[config.mk]
export PLATFORM = sky130hd
export DESIGN_NAME = active_segment_delta_encoder
export DESIGN_NICKNAME = d
export VERILOG_FILES = /design/src/sv/asde_pkg.sv /design/src/sv/asde_cfg.sv /design/src/sv/asde_core.sv /design/src/sv/active_segment_delta_encoder.sv
export SDC_FILE = /design/constraint.sdc
export NUM_CORES = 1
export LEC_CHECK = 0
export BUFFER_PORTS_ARGS = -buffer_cell sky130_fd_sc_hd__buf_2
export CAP_MARGIN = 10
export CELL_PAD_IN_SITES_DETAIL_PLACEMENT = 1
export CELL_PAD_IN_SITES_GLOBAL_PLACEMENT = 1
export CORE_ASPECT_RATIO = 1.4
export CORE_MARGIN = 2
export CORE_UTILIZATION = 40
export CTS_CLUSTER_SIZE = 28
export DETAILED_ROUTE_END_ITERATION = 10
export PLACE_DENSITY = 0.89
export SYNTH_ARGS = -nofsm -noshare
export SYNTH_HDL_FRONTEND = slang
export SYNTH_SLANG_ARGS = --single-unit
[constraint.sdc]
create_clock -name aclk -period 4.7 [get_ports aclk]
set_clock_uncertainty 0.15 [all_clocks]
set_input_delay 0.235 -clock aclk [delete_from_list [all_inputs] [get_ports aclk]]
set_output_delay 0.235 -clock aclk [all_outputs]
set_load 0.05 [all_outputs]
[src/sv/asde_pkg.sv]
// Shared types and constants for the active segment delta encoder.
`timescale 1ns / 1ps

package asde_pkg;

    // Register indexes, word addressed (byte address 4*i)
    localparam logic [1:0] REG_FLOOR_LEVEL = 2'd0;
    localparam logic [1:0] REG_WINDOW_HALF = 2'd1;
    localparam logic [1:0] REG_CODE_BITS   = 2'd2;

    localparam int          APB_ADDR_W      = 4;
    localparam int          APB_DATA_W      = 32;
    localparam logic [15:0] NO_FLOOR        = 16'hFFFF;
    localparam logic [15:0] FLOOR_RESET     = 16'hFFFF;
    localparam logic [7:0]  WINDOW_RESET    = 8'd3;
    localparam logic [4:0]  CODE_BITS_RESET = 5'd16;
    localparam logic [4:0]  CODE_BITS_MIN   = 5'd1;
    localparam logic [4:0]  CODE_BITS_MAX   = 5'd16;
    localparam logic [12:0] RUN_MAX         = 13'd8191;

    typedef struct packed {
        logic [15:0] floor_level;
        logic [7:0]  window_half;
        logic [4:0]  code_bits;
    } cfg_t;

    typedef struct packed {
        logic [15:0] sample;
        logic        block_last;
    } in_item_t;

    typedef struct packed {
        logic [11:0] sample_index;
        logic        sample_active;
        logic        starts_segment;
        logic [15:0] code;
        logic        escaped;
        logic [16:0] escape_value;
        logic        segment_done;
        logic [12:0] segment_length;
        logic        end_of_block;
    } out_item_t;

endpackage

[src/sv/asde_cfg.sv]
// APB register file holding floor level, window half width and code width.
`timescale 1ns / 1ps

module asde_cfg (
    input  logic                             aclk,
    input  logic                             aresetn,
    input  logic                             psel,
    input  logic                             penable,
    input  logic                             pwrite,
    input  logic [asde_pkg::APB_ADDR_W-1:0]  paddr,
    input  logic [asde_pkg::APB_DATA_W-1:0]  pwdata,
    output logic [asde_pkg::APB_DATA_W-1:0]  prdata,
    output logic                             pready,
    output asde_pkg::cfg_t                   cfg
);

    asde_pkg::cfg_t cfg_reg;
    asde_pkg::cfg_t cfg_next;
    logic           wr_en;
    logic [1:0]     reg_idx;

    assign pready  = 1'b1;
    assign wr_en   = psel && penable && pwrite && pready;
    assign reg_idx = paddr[3:2];

    // Register write decode
    always_comb begin
        cfg_next = cfg_reg;
        if (wr_en) begin
            case (reg_idx)
                asde_pkg::REG_FLOOR_LEVEL: cfg_next.floor_level = pwdata[15:0];
                asde_pkg::REG_WINDOW_HALF: cfg_next.window_half = pwdata[7:0];
                asde_pkg::REG_CODE_BITS:   cfg_next.code_bits   = pwdata[4:0];
                default:                   cfg_next             = cfg_reg;
            endcase
        end
    end

    always_ff @(posedge aclk) begin
        if (!aresetn) begin
            cfg_reg.floor_level <= asde_pkg::FLOOR_RESET;
            cfg_reg.window_half <= asde_pkg::WINDOW_RESET;
            cfg_reg.code_bits   <= asde_pkg::CODE_BITS_RESET;
        end else begin
            cfg_reg <= cfg_next;
        end
    end

    // Read mux
    always_comb begin
        case (reg_idx)
            asde_pkg::REG_FLOOR_LEVEL: prdata = {16'd0, cfg_reg.floor_level};
            asde_pkg::REG_WINDOW_HALF: prdata = {24'd0, cfg_reg.window_half};
            asde_pkg::REG_CODE_BITS:   prdata = {27'd0, cfg_reg.code_bits};
            default:                   prdata = '0;
        endcase
    end

    assign cfg = cfg_reg;

endmodule

[src/sv/asde_core.sv]
// Per-sample encode logic and block state: activity, zigzag delta, escape, segments.
`timescale 1ns / 1ps

module asde_core #(
    parameter int BLOCK_SAMPLES = 4096
) (
    input  logic                aclk,
    input  logic                aresetn,
    input  asde_pkg::cfg_t      cfg,
    input  asde_pkg::in_item_t  item,
    input  logic                step,
    output asde_pkg::out_item_t result
);

    localparam int POS_W = (BLOCK_SAMPLES > 1) ? $clog2(BLOCK_SAMPLES) : 1;
    localparam logic [POS_W-1:0] POS_LAST = POS_W'(BLOCK_SAMPLES - 1);

    logic [15:0]      prev_reg,   prev_next;
    logic             in_seg_reg, in_seg_next;
    logic [12:0]      run_reg,    run_next;
    logic [POS_W-1:0] pos_reg,    pos_next;

    logic        last;
    logic [4:0]  bits;
    logic [15:0] marker;
    logic [16:0] win_hi;
    logic        active;
    logic [16:0] delta;
    logic [17:0] zz_wide;
    logic [16:0] zz;
    logic        esc;
    logic [12:0] run_inc;

    // Block end, forced at the last position
    assign last = item.block_last || (pos_reg == POS_LAST);

    // Code width clamp and escape marker
    always_comb begin
        bits = cfg.code_bits;
        if (bits < asde_pkg::CODE_BITS_MIN) bits = asde_pkg::CODE_BITS_MIN;
        if (bits > asde_pkg::CODE_BITS_MAX) bits = asde_pkg::CODE_BITS_MAX;
    end
    assign marker = 16'hFFFF >> (asde_pkg::CODE_BITS_MAX - bits);

    // Floor window test, no wrap at either edge
    assign win_hi = {1'b0, cfg.floor_level} + {9'd0, cfg.window_half};
    assign active = (cfg.floor_level == asde_pkg::NO_FLOOR)
                 || ({1'b0, item.sample} > win_hi)
                 || ((cfg.floor_level >= {8'd0, cfg.window_half})
                     && (item.sample < (cfg.floor_level - {8'd0, cfg.window_half})));

    // Signed delta and zigzag
    assign delta   = {1'b0, item.sample} - {1'b0, prev_reg};
    assign zz_wide = {delta, 1'b0} ^ {18{delta[16]}};
    assign zz      = zz_wide[16:0];
    assign esc     = (zz >= {1'b0, marker});

    assign run_inc = in_seg_reg ? ((run_reg < asde_pkg::RUN_MAX) ? run_reg + 13'd1 : run_reg)
                                : 13'd1;

    // Result fields and next state
    always_comb begin
        prev_next   = prev_reg;
        in_seg_next = in_seg_reg;
        run_next    = run_reg;

        result                = '0;
        result.sample_index   = 12'(pos_reg);
        result.sample_active  = active;
        result.end_of_block   = last;

        if (active) begin
            result.starts_segment = !in_seg_reg;
            result.escaped        = esc;
            result.code           = esc ? marker : zz[15:0];
            result.escape_value   = esc ? zz : 17'd0;
            in_seg_next           = 1'b1;
            run_next              = run_inc;
            prev_next             = item.sample;
            if (last) begin
                result.segment_done   = 1'b1;
                result.segment_length = run_inc;
            end
        end else if (in_seg_reg) begin
            result.segment_done   = 1'b1;
            result.segment_length = run_reg;
            in_seg_next           = 1'b0;
            run_next              = 13'd0;
        end

        if (last) begin
            prev_next   = 16'd0;
            in_seg_next = 1'b0;
            run_next    = 13'd0;
            pos_next    = '0;
        end else begin
            pos_next    = pos_reg + POS_W'(1);
        end
    end

    always_ff @(posedge aclk) begin
        if (!aresetn) begin
            prev_reg   <= '0;
            in_seg_reg <= 1'b0;
            run_reg    <= '0;
            pos_reg    <= '0;
        end else if (step) begin
            prev_reg   <= prev_next;
            in_seg_reg <= in_seg_next;
            run_reg    <= run_next;
            pos_reg    <= pos_next;
        end
    end

endmodule

[src/sv/active_segment_delta_encoder.sv]
// Top level: input register, encode core, result register and APB config port.
`timescale 1ns / 1ps

// Active segment delta encoder. Takes one 16-bit sample per request and
// returns one result per sample: activity flag against the floor window,
// zigzag delta from the previous active sample (escaped through the all-ones
// marker of code_bits bits), and segment start/end/length flags. A request
// is held in an input register and its result in an output register, with
// the encode logic between them, so the block sustains one sample per
// cycle while m_ready is high. An accepted request moves from the input
// register into the result register, raising m_valid, once that register
// is free; a stalled result holds the input register and then s_ready. The
// block state advances as each request moves into the result register.
// Registers (APB, byte address): 0x0 floor_level, 0x4 window_half,
// 0x8 code_bits; write them only while no sample is in flight.

module active_segment_delta_encoder #(
    parameter int BLOCK_SAMPLES = 4096
) (
    input  logic                             aclk,
    input  logic                             aresetn,
    input  logic                             s_valid,
    output logic                             s_ready,
    input  asde_pkg::in_item_t               s_payload,
    output logic                             m_valid,
    input  logic                             m_ready,
    output asde_pkg::out_item_t              m_payload,
    input  logic                             psel,
    input  logic                             penable,
    input  logic                             pwrite,
    input  logic [asde_pkg::APB_ADDR_W-1:0]  paddr,
    input  logic [asde_pkg::APB_DATA_W-1:0]  pwdata,
    output logic [asde_pkg::APB_DATA_W-1:0]  prdata,
    output logic                             pready
);

    asde_pkg::cfg_t      cfg;
    asde_pkg::in_item_t  in_reg;
    logic                in_valid_reg;
    asde_pkg::out_item_t result;
    asde_pkg::out_item_t out_reg;
    logic                out_valid_reg;
    logic                advance;

    asde_cfg u_cfg (
        .aclk    (aclk),
        .aresetn (aresetn),
        .psel    (psel),
        .penable (penable),
        .pwrite  (pwrite),
        .paddr   (paddr),
        .pwdata  (pwdata),
        .prdata  (prdata),
        .pready  (pready),
        .cfg     (cfg)
    );

    // Move the held request into the result register when it is free
    assign advance = in_valid_reg && (!out_valid_reg || m_ready);
    assign s_ready = !in_valid_reg || advance;

    asde_core #(
        .BLOCK_SAMPLES (BLOCK_SAMPLES)
    ) u_core (
        .aclk    (aclk),
        .aresetn (aresetn),
        .cfg     (cfg),
        .item    (in_reg),
        .step    (advance),
        .result  (result)
    );

    // Input register
    always_ff @(posedge aclk) begin
        if (!aresetn) begin
            in_valid_reg <= 1'b0;
        end else if (s_ready) begin
            in_valid_reg <= s_valid;
        end
        if (s_valid && s_ready) begin
            in_reg <= s_payload;
        end
    end

    // Result register
    always_ff @(posedge aclk) begin
        if (!aresetn) begin
            out_valid_reg <= 1'b0;
        end else if (advance) begin
            out_valid_reg <= 1'b1;
        end else if (m_ready) begin
            out_valid_reg <= 1'b0;
        end
        if (advance) begin
            out_reg <= result;
        end
    end

    assign m_valid   = out_valid_reg;
    assign m_payload = out_reg;

`ifndef ASSERT_OFF
    a_start_active: assert property (@(posedge aclk) disable iff (!aresetn)
        m_valid && m_payload.starts_segment |-> m_payload.sample_active)
        else $error("segment start on inactive sample");

    a_idle_no_code: assert property (@(posedge aclk) disable iff (!aresetn)
        m_valid && !m_payload.sample_active |->
            (m_payload.code == 16'd0) && !m_payload.escaped
            && (m_payload.escape_value == 17'd0))
        else $error("inactive sample carries a code");

    a_escape_bound: assert property (@(posedge aclk) disable iff (!aresetn)
        m_valid && m_payload.escaped |-> m_payload.escape_value >= {1'b0, m_payload.code})
        else $error("escape value below marker");

    a_done_length: assert property (@(posedge aclk) disable iff (!aresetn)
        m_valid && m_payload.segment_done |-> m_payload.segment_length != 13'd0)
        else $error("closed segment with zero length");

    a_active_done_last: assert property (@(posedge aclk) disable iff (!aresetn)
        m_valid && m_payload.segment_done && m_payload.sample_active
            |-> m_payload.end_of_block)
        else $error("active sample closed a segment before block end");
`endif

endmodule
==> impl_metrics.csv <==
group,metric,value,unit
critical_path,critPathMaxFanout,12,
critical_path,crit_end,"m_payload[8]",
route,vias,8684,
cells_and_area,largest_register_ffs,63,
critical_path,worst_setup_path_start_kind,"register",
timing,whs,0.153,ns
cts,clock-root-buffer,"clkbuf_16",
pwr,p_leak,5.14,nW
cts,clock_latency,0.45,ns
placement,hpwl,20.9,mm
placement,place_area,11000,um2
critical_path,r2r_setup_slack,0.11,ns
critical_path,crit_arrival,4.64,ns
pwr,p_per_area,332,nW/um2
cts,cts_tree,"done",
critical_path,crit_start,"u_cfg.cfg[5]",
placement,portBuffers,122,
timing,worst_pin_slew,1.10,ns
yosys,ys_seq_elements,153,
cts,h-tree-depth,4,
outcome,status,"completed",
timing,setup_viol,0,
cts,clk_path_buf_depth,2,
global_routing,antenna_found_initial,0,
cts,numCtsBuffers,17,
yosys,netlist_instances,1055,
floorplan,core,24100,um2
cts,clk_pin_slew,0.07,ns
global_routing,grt_overflow,0,
cells_and_area,final_layout_size_suffix_gt1_frac,0.213,
yosys,synth_cell_types,72,
critical_path,rr_worst_depth,19,
critical_path,worstPathRequired,4.75,ns
yosys,synth_top_area_cell,"edfxtp_1",
route,routed_via_density,5.55,
floorplan,rows,67,
route,drtPass1Iterations,5,
yosys,ys_top_cells_by_area,"edfxtp_1 (24%), dfxtp_1 (15%), ha_1 (11%), nand2_1 (3.7%), xnor2_1 (3.4%)",
critical_path,rr_endpoint,"m_payload[8]",
floorplan,start_util,0.409,
critical_path,r2r-start,"u_cfg.cfg[5]",
yosys,synth_edf_count,80,
pwr,irDropWorstVdd,0.255,mV
timing,drv_slew,0,
yosys,yosysMostFrequentCell,"nand2_1",
route,drt_iter0_drc,404,
yosys,yosysSeqAreaShare,0.393,
global_routing,grt_pass1_vias,9055,
floorplan,io_pins,158,
pwr,power,0.00405,W
global_routing,grt_usage,0.229,
cts,cts_sinks,153,
timing,fmax,218,MHz
timing,slew_headroom,0.265,
route,wl,30.0,mm
cells_and_area,fin_area,12200,um2
route,drc,0,
floorplan,dieHeight,190,um
critical_path,path_class,"reg -> reg",
yosys,synthTopCellsByCount,"nand2_1 (98), ha_1 (85), edfxtp_1 (80)",
timing,period_share,0.976,
yosys,avgSynthCellArea,9.32,um2
yosys,syn_area,9840,um2
floorplan,dieArea,25900,um2
global_routing,grt_max_degree,56,
critical_path,crit_path_end_kind,"register",
worst_hold_path,worstHoldPathType,"in -> reg",
route,ant_nets,0,
timing,layout_min_cycle_time,4.59,ns
job,maxCapViolCount,0,
timing,hold_viol,0,
worst_hold_path,hold_depth,5,
cells_and_area,n_antenna_cell,0,
yosys,async_flop_share,0,
placement,place_congestion,0.881,
yosys,synth_top_area_frac,0.244,
yosys,yosysWarnings,0,
floorplan,fp.dieW,137,um
global_routing,grt_pass1_wl,46.2,mm
route,wl_per_cell,19.2,um
yosys,ys.flop_type,"edfxtp_1",
cells_and_area,area_delta_synth_final,24.1,%
cells_and_area,nets,1389,
routing by layer:
layer,track usage,vias up,routed length (um)
li1,-,4105,-
met1,0.250,4267,11600
met2,0.427,235,16200
met3,0.0333,77,1000
met4,0.111,0,1200
met5,0,-,0
layout make-up:
cell class              count  area (um2)
fillers                  2780       11900
clock inverters            14         154
flip-flops and latches    153        3870
multi-input cells         774        5550
well taps                 310         388
clock buffers              18         429
inverters                  75         282
repair buffers            220        1540
power by group:
part	total, W	internal (W)	switching (W)
clock	0.00137	0.000751	0.000618
combinational	0.00114	0.000420	0.000724
sequential	0.00154	0.00150	0.0000399
total	0.00405	0.00267	0.00138
how the worst min path moves through the flow:
stage	from	end	slack, ns
2_1_floorplan	s_payload[0]	in_reg[0]	0.18
3_3_place_gp	s_payload[0]	in_reg[0]	0.26
3_5_place_dp	s_payload[10]	in_reg[10]	0.26
4_1_cts	penable	u_cfg.cfg[16]	0.12
5_1_grt	penable	u_cfg.cfg[16]	0.22
6_report	penable	u_cfg.cfg[16]	0.15
metrics by stage:
step	util	std cells	TNS (ns)	setup slack (ns)
finish	0.507	1564	0	0.113
global placement	0.456	1486	0	0.0971
global route	0.507	1564	-0.106	-0.0288
CTS	0.499	1559	0	0.0109
floorplan	-	1070	0	0.271
detailed placement	0.456	1486	-1.71	-0.126
layout by cell type, fill, tap and decap left out, types with 6 or more instances in the layout:
master         instances
and2_1                13
nor3_1                 7
a211oi_1               6
dfxtp_1               71
conb_1                17
a31oi_1                9
a21o_1                 9
xor2_1                25
edfxtp_1              80
buf_4                 55
dlygate4sd3_1         35
nor2b_1               23
nand2b_1              14
clkbuf_16             19
mux2i_1               30
ha_1                  84
o21a_1                16
o21ai_0               37
buf_2                122
nand4_1               19
a21oi_1               50
o311a_1                6
nor2_1                72
o211ai_1               8
and3_1                14
o21ai_1               10
nand2_1               97
xnor2_1               37
inv_1                 72
a32o_1                17
nand3_1               53
timing repair:
item                                   4_1_cts  5_1_grt
hold buffers                                35        0
gates cloned                                 2        2
setup endpoints to repair                   77       79
pin swaps                                    6       16
endpoints found under the hold margin       48        0
gates resized for setup                     15       31
buffers inserted                             4        3
kinds of logic after synthesis:
kind of cell             share of synthesized area
AND/OR/NAND/NOR                              0.174
AO/OA/AOI/OAI                                0.155
flip-flops                                   0.393
buffers and inverters                       0.0678
adder cells (fa/ha/maj)                      0.114
XOR/XNOR                                    0.0626
multiplexers                                0.0327
other                                     0.000763
worst max-delay path, cell delays in order, from the launching register on:
cell and delay (ns):
dfxtp_1 0.39, ha_1 0.20, inv_1 0.06, fa_1 0.39, o21bai_1 0.16, a21oi_1 0.12, nor2_1 0.19, o22a_1 0.23
buf_4 0.16, xnor2_1 0.20, ha_1 0.36, nand4_1 0.19, a31oi_1 0.09, nor4_2 0.31, o21ai_2 0.16, a31o_4 0.32
buf_4 0.17, clkbuf_16 0.16, and3_1 0.16, o21a_1 0.16
Note: power is estimated with default switching activity, not from simulation.
